**src/rtl/assert_macros.svh**
```systemverilog
// Assertion macros used by the filter top level.
// No dependencies; include inside a module body after its clock and reset are declared.
`ifndef ASSERT_MACROS_SVH
`define ASSERT_MACROS_SVH

// Concurrent check on an explicit clock with an active-low reset.
`define BWLP_ASSERT_CLK(label, clk, rstn, prop, msg) \
    label: assert property (@(posedge clk) disable iff (!rstn) prop) else $error(msg);

// Concurrent check on the block clock aclk and reset aresetn.
`define BWLP_ASSERT(label, prop, msg) \
    `BWLP_ASSERT_CLK(label, aclk, aresetn, prop, msg)

`endif

```
**src/rtl/bwlp_pkg.sv**
```systemverilog
// Shared types and fixed filter constants for the sixth-order low-pass filter.
// No dependencies; used by bwlp_cell and the top level.
package bwlp_pkg;

    localparam int TAPS        = 6;
    localparam int COEF_W      = 32;  // feedback coefficient, signed Q4.28
    localparam int COEF_FRAC   = 28;
    localparam int INV_W       = 30;  // 1/GAIN, signed Q0.40 scale in 30 bits (positive)
    localparam int GAIN_FRAC   = 40;
    localparam int WGT_W       = 6;   // binomial weight, signed
    localparam int FF_GROWTH   = 6;   // weights sum to 64
    localparam int HIST_INT    = 20;  // integer bits of the output history
    localparam int ACC_GROWTH  = 3;   // six products summed

    typedef logic signed [COEF_W-1:0] coef_t;
    typedef logic signed [WGT_W-1:0]  wgt_t;
    typedef logic signed [INV_W-1:0]  inv_t;

    // Per-cell control: shift in a new sample, and drop upstream history.
    typedef struct packed {
        logic shift;
        logic clear;
    } cell_ctl_t;

    // Feedforward weights for delays one through six.
    localparam wgt_t FF_WGT [TAPS] = '{6'sd6, 6'sd15, 6'sd20, 6'sd15, 6'sd6, 6'sd1};

    // Decimal constants scaled by 1e10, rounded to Q4.28.
    localparam logic [63:0] QC_SCALE = 64'd10000000000;
    localparam logic [63:0] QC_HALF  = 64'd5000000000;
    localparam logic [63:0] FB0_Q = ((64'd35794347983 << COEF_FRAC) + QC_HALF) / QC_SCALE;
    localparam logic [63:0] FB1_Q = ((64'd56586671659 << COEF_FRAC) + QC_HALF) / QC_SCALE;
    localparam logic [63:0] FB2_Q = ((64'd49654152288 << COEF_FRAC) + QC_HALF) / QC_SCALE;
    localparam logic [63:0] FB3_Q = ((64'd25294949058 << COEF_FRAC) + QC_HALF) / QC_SCALE;
    localparam logic [63:0] FB4_Q = ((64'd7052741145  << COEF_FRAC) + QC_HALF) / QC_SCALE;
    localparam logic [63:0] FB5_Q = ((64'd837564796   << COEF_FRAC) + QC_HALF) / QC_SCALE;

    // Feedback coefficients for delays one through six, newest output first.
    localparam coef_t FB_COEF [TAPS] = '{
        coef_t'(FB0_Q[COEF_W-1:0]), -coef_t'(FB1_Q[COEF_W-1:0]),
        coef_t'(FB2_Q[COEF_W-1:0]), -coef_t'(FB3_Q[COEF_W-1:0]),
        coef_t'(FB4_Q[COEF_W-1:0]), -coef_t'(FB5_Q[COEF_W-1:0])
    };

    // round(2^40 / 2936.532839)
    localparam logic [63:0] INV_GAIN_Q =
        ((64'd1 << 41) * 64'd1000000 + 64'd2936532839) / 64'd5873065678;
    localparam inv_t INV_GAIN = inv_t'(INV_GAIN_Q[INV_W-1:0]);

endpackage

```
**src/rtl/bwlp_cell.sv**
```systemverilog
// One cell of a transposed tap chain: scale a sample and add the neighbor's partial sum.
// Depends on bwlp_pkg (cell_ctl_t).
module bwlp_cell #(
    parameter int DATA_W = 16,
    parameter int FAC_W  = 6,
    parameter int SUM_W  = 22
) (
    input  logic                       aclk,
    input  logic                       aresetn,
    input  bwlp_pkg::cell_ctl_t        ctl,
    input  logic signed [DATA_W-1:0]   data,
    input  logic signed [FAC_W-1:0]    factor,
    input  logic signed [SUM_W-1:0]    sum_in,
    output logic signed [SUM_W-1:0]    sum_out
);
    import bwlp_pkg::*;

    localparam int PROD_W = DATA_W + FAC_W;

    logic signed [PROD_W-1:0] prod;
    logic signed [SUM_W-1:0]  upstream;
    logic signed [SUM_W-1:0]  sum_reg;
    logic signed [SUM_W-1:0]  sum_next;

    assign prod     = data * factor;
    // drop the neighbor's history on restart
    assign upstream = ctl.clear ? '0 : sum_in;
    assign sum_next = SUM_W'(prod) + upstream;

    always_ff @(posedge aclk) begin
        if (!aresetn) begin
            sum_reg <= '0;
        end else if (ctl.shift) begin
            sum_reg <= sum_next;
        end
    end

    assign sum_out = sum_reg;

endmodule
```
**config.mk**
```make
export PLATFORM = sky130hd
export DESIGN_NAME = bwlp_cell
export DESIGN_NICKNAME = d
export VERILOG_FILES = /design/src/rtl/assert_macros.svh /design/src/rtl/bwlp_pkg.sv /design/src/rtl/bwlp_cell.sv
export SDC_FILE = /design/constraint.sdc
export NUM_CORES = 1
export LEC_CHECK = 0
export BUFFER_PORTS_ARGS = -buffer_cell sky130_fd_sc_hd__buf_2
export CORE_UTILIZATION = 64
export DETAILED_ROUTE_END_ITERATION = 8
export PLACE_DENSITY = 0.88
export SETUP_SLACK_MARGIN = 0.05
export SYNTH_ARGS = -nofsm -noshare
export SYNTH_HDL_FRONTEND = slang
export SYNTH_SLANG_ARGS = --single-unit
```
**constraint.sdc**
```tcl
create_clock -name aclk -period 8.4 [get_ports aclk]
set_clock_uncertainty 0.05 [all_clocks]
set_input_delay 1.26 -clock aclk [delete_from_list [all_inputs] [get_ports aclk]]
set_output_delay 1.26 -clock aclk [all_outputs]
set_load 0.05 [all_outputs]
```
==> flow_summary.json, run 1 <==
{
  "status": "complete, no violations",
  "ys_types": 42,
  "cts_tree": "built",
  "powerDensity_nw_per_um2": 265.9,
  "yosysTopAreaCell": "fa_1",
  "ctsHtreeMaxLevel": 1,
  "layout-drive-gt1-share_pct": 13.27,
  "cp-start-kind": "primary input",
  "ys_async_sr_fraction_pct": 0,
  "synth_edf_count": 0,
  "cp_max_fo": 14,
  "cts_buffer_depth": 2,
  "rows": 31,
  "grt_max_degree": 37,
  "min_period_over_period_pct": 67.63,
  "slew_headroom_pct": 55.76,
  "synth-seq-cells": 22,
  "worstSkewPairLatency_ps": 260,
  "vias": 3834,
  "setup_viol": 0,
  "routed_wl_mm": 10.13,
  "seq_area_frac_synth_pct": 8.959,
  "fmax_mhz": 176.0,
  "largest_reg_flops": 22,
  "cts_hold_buf": 0,
  "antenna_left": 0,
  "worst_ep_arrival_time_ps": 5820,
  "grt_first_pass_wirelength_mm": 15.93,
  "internal_power_w": 0.0006546,
  "synth_top_area_share_pct": 34.21,
  "cts_buffers": 3,
  "synth-main-ff-cell": "dfxtp_1",
  "die_area_um2": 8035,
  "critPathKind": "in2reg",
  "period_minus_slack_ps": 5681,
  "portBuffers": 69,
  "place_area_um2": 5319,
  "ctsResizeCount": 0,
  "drcViolationCount": 0,
  "synth-warning-count": 0,
  "io_pins": 70,
  "max_cap_viol_count": 0,
  "finalHoldViolations": 0,
  "dp_hpwl_mm": 8.624,
  "cp_data_required_time_ps": 8540,
  "synthToLayoutAreaGrowth_pct": 9.035,
  "grt_pass1_vias": 3760,
  "final_max_slew_viol_count": 0,
  "antenna_found_initial": 0,
  "p_switching_w": 0.0007707,
  "gr-total-overflow": 0,
  "fin_cells": 702,
  "vias_per_cell": 5.462,
  "cts_sinks": 22,
  "crit_path_end_kind": "flop",
  "fp.dieH_um": 89.64,
  "synth_area_leaders": "fa_1, ha_1, dfxtp_1",
  "clockRootBuffer": "clkbuf_8",
  "clk_pin_slew_ps": 80,
  "worst_pin_slew_ps": 663.6,
  "clkPwrFrac_pct": 4.5,
  "fin_area_um2": 5360,
  "min_path_type": "reg2reg",
  "dp.cells": 699,
  "n_antenna_cell": 0,
  "combPwrFrac_pct": 84.8,
  "detail_route.iter0.violations": 154,
  "fin_tns_setup_ps": 0,
  "cts_setup_buffers": 0,
  "grtUsageTotal_pct": 26.14,
  "synth_area_um2": 4916,
  "peakVddDrop_mv": 0.1679,
  "avgSynthCellArea_um2": 8.971,
  "nNetsFinal": 785,
  "gp_congestion": 0.8919,
  "grt_setup_unrepaired": "no",
  "wire_per_inst_um": 14.43,
  "syn_inst": 548,
  "p_sw_share_pct": 54.07,
  "die_w_um": 89.64,
  "syn_nets": 728,
  "core_um2": 7331,
  "start_util_pct": 67.06,
  "drt_first_pass_iters": 4,
  "leakage_nw": 2.779,
  "p_seq_share_pct": 10.7
}
[metrics by stage]
| stage | power [W] | setup WS (ps) | util (%) | hold slack, ps |
|---|---|---|---|---|
| after floorplan | 0.001107 | 2841 | - | 618.6 |
| after global placement | 0.001323 | 2601 | 72.56 | 384.3 |
| after detailed placement | 0.001366 | 2472 | 72.56 | 414.2 |
| after CTS | 0.001434 | 2749 | 73.12 | 430.6 |
| after global routing | 0.001572 | 2443 | 73.12 | 445.9 |
| final | 0.001425 | 2719 | 73.12 | 427.5 |
[final cells by class]
type	count	area, µm²
Fill cell	535	1971
Multi-Input combinational cell	399	3996
Tap cell	99	123.9
Timing Repair Buffer	69	345.3
Inverter	110	412.9
Clock buffer	3	41.29
Sequential cell	22	440.4
[worst max-delay path, stage by stage]
cell	delay (ps)
buf_2	130
inv_1	380
nor2_1	120
fa_1	530
fa_1	520
fa_1	540
inv_1	50
fa_1	520
inv_1	40
ha_1	330
inv_1	120
o22ai_1	150
a311oi_4	400
o21ai_2	140
a311oi_2	310
nand4_1	120
o211ai_1	140
[power by group through the flow]
stage,Combinational [W],Sequential (W),Clock [W]
after floorplan,0.000849,0.000259,0
after global placement,0.00117,0.000153,0
after detailed placement,0.00121,0.000154,0
after CTS,0.00122,0.000153,0.0000649
after global routing,0.00135,0.000156,0.0000694
final,0.00121,0.000153,0.0000642
[kinds of logic (layout without fill, tap and decap cells)]
| logic type | count (synthesis) | count (layout) | share of synthesized area (%) |
|---|---|---|---|
| AOI/OAI and AO/OA | 68 | 68 | 9.824 |
| xor gates and xnor gates | 18 | 18 | 3.207 |
| adders and majority gates | 132 | 132 | 46.42 |
| buffers and inverters | 127 | 182 | 9.748 |
| DFF | 22 | 22 | 8.959 |
| muxes | 9 | 9 | 1.858 |
| and+or+nand+nor | 172 | 172 | 19.98 |
[placed cells by master, fill, tap and decap left out, types with 10 or more instances in the layout]
master   Yosys  routed
xnor2_1     12      12
and2_1      70      70
dfxtp_1     22      22
fa_1        84      84
nor2b_1     33      33
inv_1      110     110
o21ai_0     17      17
nor2_1      19      19
buf_2        2      69
a21oi_1     13      13
a21o_1      10      10
ha_1        48      48
nand2_1     22      22
[cell usage after synthesis, drive strengths merged (2+ instances only)]
cell type / n
inv: 110
fa: 84
and2: 70
ha: 48
nor2b: 33
dfxtp: 22
nand2: 22
nor2: 19
o21ai: 19
clkbuf: 15
a21oi: 13
xnor2: 12
a21o: 10
mux2i: 8
nand3b: 8
xor2: 6
nand2b: 5
nand3: 5
nand4: 5
a211oi: 4
a31oi: 4
o211ai: 3
o22ai: 3
a311oi: 2
and3: 2
buf: 2
o21a: 2
o21bai: 2
o31ai: 2
[routing by layer]
metal / track usage, % / wire [µm] / up-vias / share of wire [%]
met5: 0 / 0 / - / 0
met3: 3.748 / 410 / 16 / 4.0
met1: 31.88 / 4013 / 1903 / 40
li1: - / - / 1816 / -
met2: 48.35 / 5544 / 99 / 55
met4: 6.926 / 163 / 0 / 1.6
[path summary, 6_finish.rpt]
| path | startpoint | endpoint | slack (ps) | cells past startpoint |
|---|---|---|---|---|
| min reg2reg | sum_out[4] | sum_out[4] | 430 | 1 |
| min | sum_out[4] | sum_out[4] | 430 | 1 |
| max reg2reg | sum_out[7] | sum_out[7] | 7590 | 3 |
| max | factor[5] | sum_out[20] | 2720 | 17 |
Power figures use the tool's default switching activity.
==> run 2: changes to the inputs <==
- ABC_AREA: unset -> 1
- CORE_UTILIZATION: 64 -> 61
- PLACE_DENSITY: 0.88 -> 0.84
- clock period: 8.4 -> 5.5 ns (I/O delays scaled with it)
==> run 2 against run 1 <==
Net effect: synthesized cell count grew 47%; clock power increased by 81%; wire length rose by 7.0%; non-clock buffer count grew 1; utilization is 5.2 points lower; global-route usage increased by 0.18 points; worst setup slack lost 2000 ps; synthesized area rose by 10%; via count is 22% higher; final cell count rose by 38%; design area is 9.9% higher; largest power group unchanged.
==> flow_summary.json, run 2 <==
{
  "status": "complete, no violations",
  "cts_buffer_depth": 2,
  "cts_buffers": 3,
  "finalHoldViolations": 0,
  "synth_top_area_share_pct": 31.01,
  "ys_types": 30,
  "clk_pin_slew_ps": 80,
  "place_area_um2": 5838,
  "internal_power_w": 0.0009951,
  "synth_top_family_by_area": "adder cells",
  "gr-total-overflow": 0,
  "p_switching_w": 0.001462,
  "synthToLayoutAreaGrowth_pct": 8.676,
  "fmax_mhz": 207.3,
  "r2r-start": "sum_out[6]",
  "final_cell_mix": "inv_1, nand2_1, nor2_1",
  "synth_compound_area_share_pct": 4.707,
  "synth-main-ff-cell": "dfxtp_1",
  "mostFrequentLayoutCell": "inv_1",
  "peakVddDrop_mv": 0.2205,
  "slew_headroom_pct": 64.05,
  "nNetsFinal": 1041,
  "worst_pin_slew_ps": 539.2,
  "largest_reg_flops": 22,
  "path_cells": "buf_2 > inv_1 > nor2_1 > fa_1 > fa_1 > fa_1 > inv_1 > fa_1 > inv_1 > ha_1 > a21oi_1 > o21bai_1 > a21oi_1 > nand2_1 > nand2_1 > nand3_1 > nand2_1 > inv_1",
  "final_max_slew_viol_count": 0,
  "utilization_pct": 67.91,
  "use_met1_pct": 31.15,
  "cp-endpoint": "sum_out[18]",
  "clockRootBuffer": "clkbuf_8",
  "vias_per_cell": 4.824,
  "vias": 4670,
  "slowest_stage": "fa_1",
  "min_period_over_period_pct": 87.70,
  "synth-seq-cells": 22,
  "p_seq_share_pct": 9.9,
  "synth-warning-count": 0,
  "critPathKind": "in2reg",
  "start_util_pct": 62.49,
  "cp-start-kind": "primary input",
  "detail_route.iter0.violations": 251,
  "yosysTopAreaCell": "fa_1",
  "dp_hpwl_mm": 9.409,
  "grt_max_degree": 34,
  "n_antenna_cell": 0,
  "powerDensity_nw_per_um2": 416.9,
  "dp_slack_ps": 407.6,
  "leakage_nw": 3.955,
  "seq_area_frac_synth_pct": 8.122,
  "wire_per_inst_um": 11.20,
  "synthMuxAreaShare_pct": 0,
  "fin_tns_setup_ps": 0,
  "grt_setup_unrepaired": "no",
  "grt_first_pass_wirelength_mm": 19.09,
  "critPathMaxStageDelay_ps": 540,
  "drcViolationCount": 0,
  "worst_ep_arrival_time_ps": 4940,
  "power_w": 0.002457,
  "setup_viol": 0,
  "cts_tree": "built",
  "avgSynthCellArea_um2": 6.736,
  "period_minus_slack_ps": 4823,
  "cts_setup_buffers": 0,
  "syn_nets": 985,
  "core_um2": 8678,
  "cts_hold_buf": 0,
  "synth_area_um2": 5423,
  "synth_xor_area_share_pct": 1.454,
  "drt_first_pass_iters": 5,
  "cp-startpoint": "factor[5]",
  "syn_inst": 805,
  "p_sw_share_pct": 59.50,
  "r2r-end": "sum_out[6]",
  "fp.dieH_um": 96.29,
  "synth_most_common_cell": "inv_1",
  "layout-drive-gt1-share_pct": 11.40,
  "setup_slack_ps": 676.7,
  "antenna_left": 0,
  "grt_pass1_vias": 4601,
  "ctsResizeCount": 0,
  "use_met3_pct": 2.291,
  "max_cap_viol_count": 0,
  "synthAdderAreaFrac_pct": 42.09,
  "crit_path_end_kind": "flop",
  "die_w_um": 96.29,
  "synth_edf_count": 0,
  "synth_area_leaders": "fa_1, inv_1, nand2_1",
  "fill_cells": 791,
  "die_area_um2": 9271,
  "ctsHtreeMaxLevel": 1,
  "cp_data_required_time_ps": 5620,
  "min_path_type": "reg2reg",
  "io_pins": 70,
  "cp_max_fo": 11,
  "fin_area_um2": 5893,
  "portBuffers": 69,
  "ys_async_sr_fraction_pct": 0,
  "clkPwrFrac_pct": 4.7,
  "synth.cells.most_frequent": "inv_1, nand2_1, nor2_1, fa_1, ha_1",
  "routed_wl_mm": 10.84,
  "combPwrFrac_pct": 85.4,
  "cts_sinks": 22,
  "grt_util_met2_pct": 49.82,
  "worstSkewPairLatency_ps": 260,
  "gp_congestion": 0.8906,
  "rows": 34,
  "antenna_found_initial": 0,
  "grtUsageTotal_pct": 26.32,
  "r2r_cells": 4,
  "top_usage_layer": "met2",
  "rrSetupSlack_ps": 4690,
  "yosys.area_share.simple_pct": 24.48
}
==> run 2: worst max-delay path, delay by kind of cell <==
kind                       cells  cell delay (ps)
adders and majority gates      5             2440
AOI/OAI and AO/OA              3              690
and+or+nand+nor                5              440
buffers and inverters          5              530
==> run 2: power groups by stage <==
stage | Sequential (W) | Combinational, W | Clock [W]
after detailed placement | 0.000247 | 0.00210 | 0
after CTS | 0.000244 | 0.00211 | 0.000118
after floorplan | 0.000438 | 0.00146 | 0
final | 0.000243 | 0.00210 | 0.000116
after global placement | 0.000246 | 0.00206 | 0
after global routing | 0.000251 | 0.00242 | 0.000125
==> run 2: per-layer routing <==
layer / vias to the layer above / routed length, µm
met3: 29 / 366
li1: 2401 / -
met1: 2123 / 4657
met5: - / 0
met4: 0 / 299
met2: 117 / 5515
==> run 2: final cells by class <==
class                      instances  area [µm²]  share of cell area [%]
tap                              108       135.1                   2.293
timing repair buffer              70       352.8                   5.987
sequential                        22       440.4                   7.473
clock buffer                       4       55.05                  0.9342
multi-input combinational        507        3944                   66.92
inverter                         257       965.9                   16.39
==> run 2: worst min path at each step <==
| stage | endpoint | depth (start not counted) | from | slack (ps) |
|---|---|---|---|---|
| finish | sum_out[10] | 2 | sum_out[10] | 430 |
| CTS | sum_out[10] | 2 | sum_out[10] | 440 |
| global route | sum_out[9] | 2 | sum_out[9] | 470 |
| detailed placement | sum_out[10] | 2 | sum_out[10] | 420 |
| global placement | sum_out[10] | 2 | sum_out[10] | 410 |
| floorplan | sum_out[0] | 2 | sum_out[0] | 700 |
==> run 2: through the flow <==
step | hold slack, ps | std cells
final | 428.4 | 968
after global routing | 470.1 | 968
after CTS | 437.2 | 968
after detailed placement | 417.4 | 964
after global placement | 409.7 | 964
after floorplan | 695.9 | 805
==> run 2: cells by family (layout without fill, tap and decap cells) <==
family / count (synthesis) / count (layout)
adder cells (fa/ha/maj): 132 / 132
buffers and inverters: 276 / 331
AO/OA/AOI/OAI: 45 / 45
AND/OR/NAND/NOR: 321 / 321
flip-flops: 22 / 22
XOR/XNOR: 9 / 9
==> run 3: changes to the inputs <==
- CAP_MARGIN: unset -> 15
- CORE_MARGIN: unset -> 2
==> run 3 against run 2 <==
Net effect: via count increased by 1.6%; non-clock buffer count decreased by 1; wire length increased by 4.3%; fmax decreased by 1.9%; sequential cell count unchanged; worst setup slack got worse by 95 ps; global-route usage decreased by 0.48 points; critical path depth increased by 1; total power decreased by 0.41%; largest power group unchanged.
==> flow_summary.json, run 3 (synthesized netlist as in run 2, its figures left out) <==
{
  "cts_buffers": 3,
  "mostFrequentLayoutCell": "inv_1",
  "min_period_over_period_pct": 89.42,
  "detail_route.iter0.violations": 228,
  "rows": 34,
  "fin_cells": 966,
  "nNetsFinal": 1040,
  "n_antenna_cell": 0,
  "path_buf_inv": 5,
  "grtUsageTotal_pct": 25.84,
  "p_switching_w": 0.001465,
  "vias": 4745,
  "slowest_stage": "fa_1",
  "grt_first_pass_wirelength_mm": 20.86,
  "worstSkewPairLatency_ps": 260,
  "start_util_pct": 62.49,
  "clk_pin_slew_ps": 70,
  "cp_data_required_time_ps": 5620,
  "finalHoldViolations": 0,
  "fin_tns_setup_ps": 0,
  "cts_tree": "built",
  "cts_hold_buf": 0,
  "antenna_found_initial": 0,
  "hold_ws_ps": 431.8,
  "peakVddDrop_mv": 0.2115,
  "grt_pass1_vias": 4993,
  "p_sw_share_pct": 59.87,
  "leakage_nw": 3.943,
  "die_area_um2": 9660,
  "slew_headroom_pct": 58.43,
  "ctsHtreeMaxLevel": 1,
  "io_pins": 70,
  "dp.cells": 963,
  "critPathKind": "in2reg",
  "powerDensity_nw_per_um2": 416.7,
  "synthToLayoutAreaGrowth_pct": 8.283,
  "crit_family": "adder cells",
  "layout-drive-gt1-share_pct": 11.19,
  "gp_congestion": 0.9731,
  "power_w": 0.002447,
  "worst_ep_arrival_time_ps": 5040,
  "wire_per_inst_um": 11.70,
  "fill_cells": 781,
  "cts_buffer_depth": 2,
  "cp_max_fo": 17,
  "fp.dieH_um": 98.29,
  "clkPwrFrac_pct": 4.0,
  "combPwrFrac_pct": 86.0,
  "die_w_um": 98.29,
  "drcViolationCount": 0,
  "internal_power_w": 0.0009818,
  "min_path_type": "reg2reg",
  "cts_setup_buffers": 0,
  "clockRootBuffer": "clkbuf_8",
  "antenna_left": 0,
  "core_um2": 8678,
  "gr-total-overflow": 0,
  "vias_per_cell": 4.912,
  "crit_path_end_kind": "flop",
  "status": "complete, no violations",
  "worst_pin_slew_ps": 622.9,
  "fmax_mhz": 203.3,
  "p_seq_share_pct": 9.9,
  "cts_sinks": 22,
  "grt_setup_unrepaired": "no",
  "drt_first_pass_iters": 5,
  "largest_reg_flops": 22,
  "critPathMaxStageDelay_ps": 540,
  "max_cap_viol_count": 0,
  "routed_wl_mm": 11.30,
  "ctsResizeCount": 0,
  "cp-start-kind": "primary input",
  "dp_hpwl_mm": 9.808,
  "setup_viol": 0,
  "period_minus_slack_ps": 4918,
  "path_cells": "buf_2 > inv_1 > nor2_1 > fa_1 > fa_1 > fa_1 > inv_1 > fa_1 > inv_1 > ha_1 > a21oi_1 > a21boi_0 > nand2_1 > nand2_1 > nand3_1 > nand2_1 > nand3_1 > nand2_1 > inv_1",
  "final_max_slew_viol_count": 0,
  "utilization_pct": 67.66,
  "portBuffers": 69,
  "grt_max_degree": 34,
  "final_cell_mix": "inv_1, nand2_1, nor2_1"
}
run 3: changes by cell type in the layout (fill, tap and decap cells not counted):
cell,change
buf_4,-1
clkbuf_8,-1
run 3: worst paths after layout:
kind / start / end / slack, ps / cells past startpoint
setup / recovery: factor[5] / sum_out[20] / 580 / 19
setup reg to reg: sum_out[7] / sum_out[7] / 4750 / 4
hold / removal: sum_out[10] / sum_out[10] / 430 / 2
hold reg to reg: sum_out[10] / sum_out[10] / 430 / 2
run 3: layer usage:
layer | wire (µm) | vias to the layer above | GRT usage (%)
li1 | - | 2397 | -
met1 | 4510 | 2189 | 29.98
met3 | 511 | 29 | 2.863
met2 | 5954 | 130 | 49.29
met4 | 327 | 0 | 8.325
met5 | 0 | - | 0
run 3: area by class of cell:
type                    count  area (µm²)  area share [%]
inverters                 257       965.9           16.45
repair buffers             69       345.3           5.881
flip-flops and latches     22       440.4           7.501
well taps                 108       135.1           2.301
multi-input cells         507        3944           67.16
clock buffers               3       41.29          0.7032
run 3: tightest hold or removal path, delay by kind of cell, from the launching register on:
| family | cells | cell delay (ps) |
|---|---|---|
| buffers and inverters | 1 | 50 |
| flip-flops | 1 | 330 |
| AO/OA/AOI/OAI | 1 | 80 |
run 3: stage by stage:
stage | area, µm² | setup slack, ps
floorplan | 5423 | 675.0
global placement | 5831 | 395.6
detailed placement | 5831 | 278.4
CTS | 5872 | 568.8
global route | 5872 | 221.0
finish | 5872 | 581.9
run 3: power groups by stage:
stage	sequential, W	combinational, W	clock, W
floorplan	0.000438	0.00146	0
global route	0.000250	0.00244	0.000105
detailed placement	0.000246	0.00211	0
CTS	0.000243	0.00212	0.000101
finish	0.000243	0.00210	0.0000987
global placement	0.000247	0.00207	0
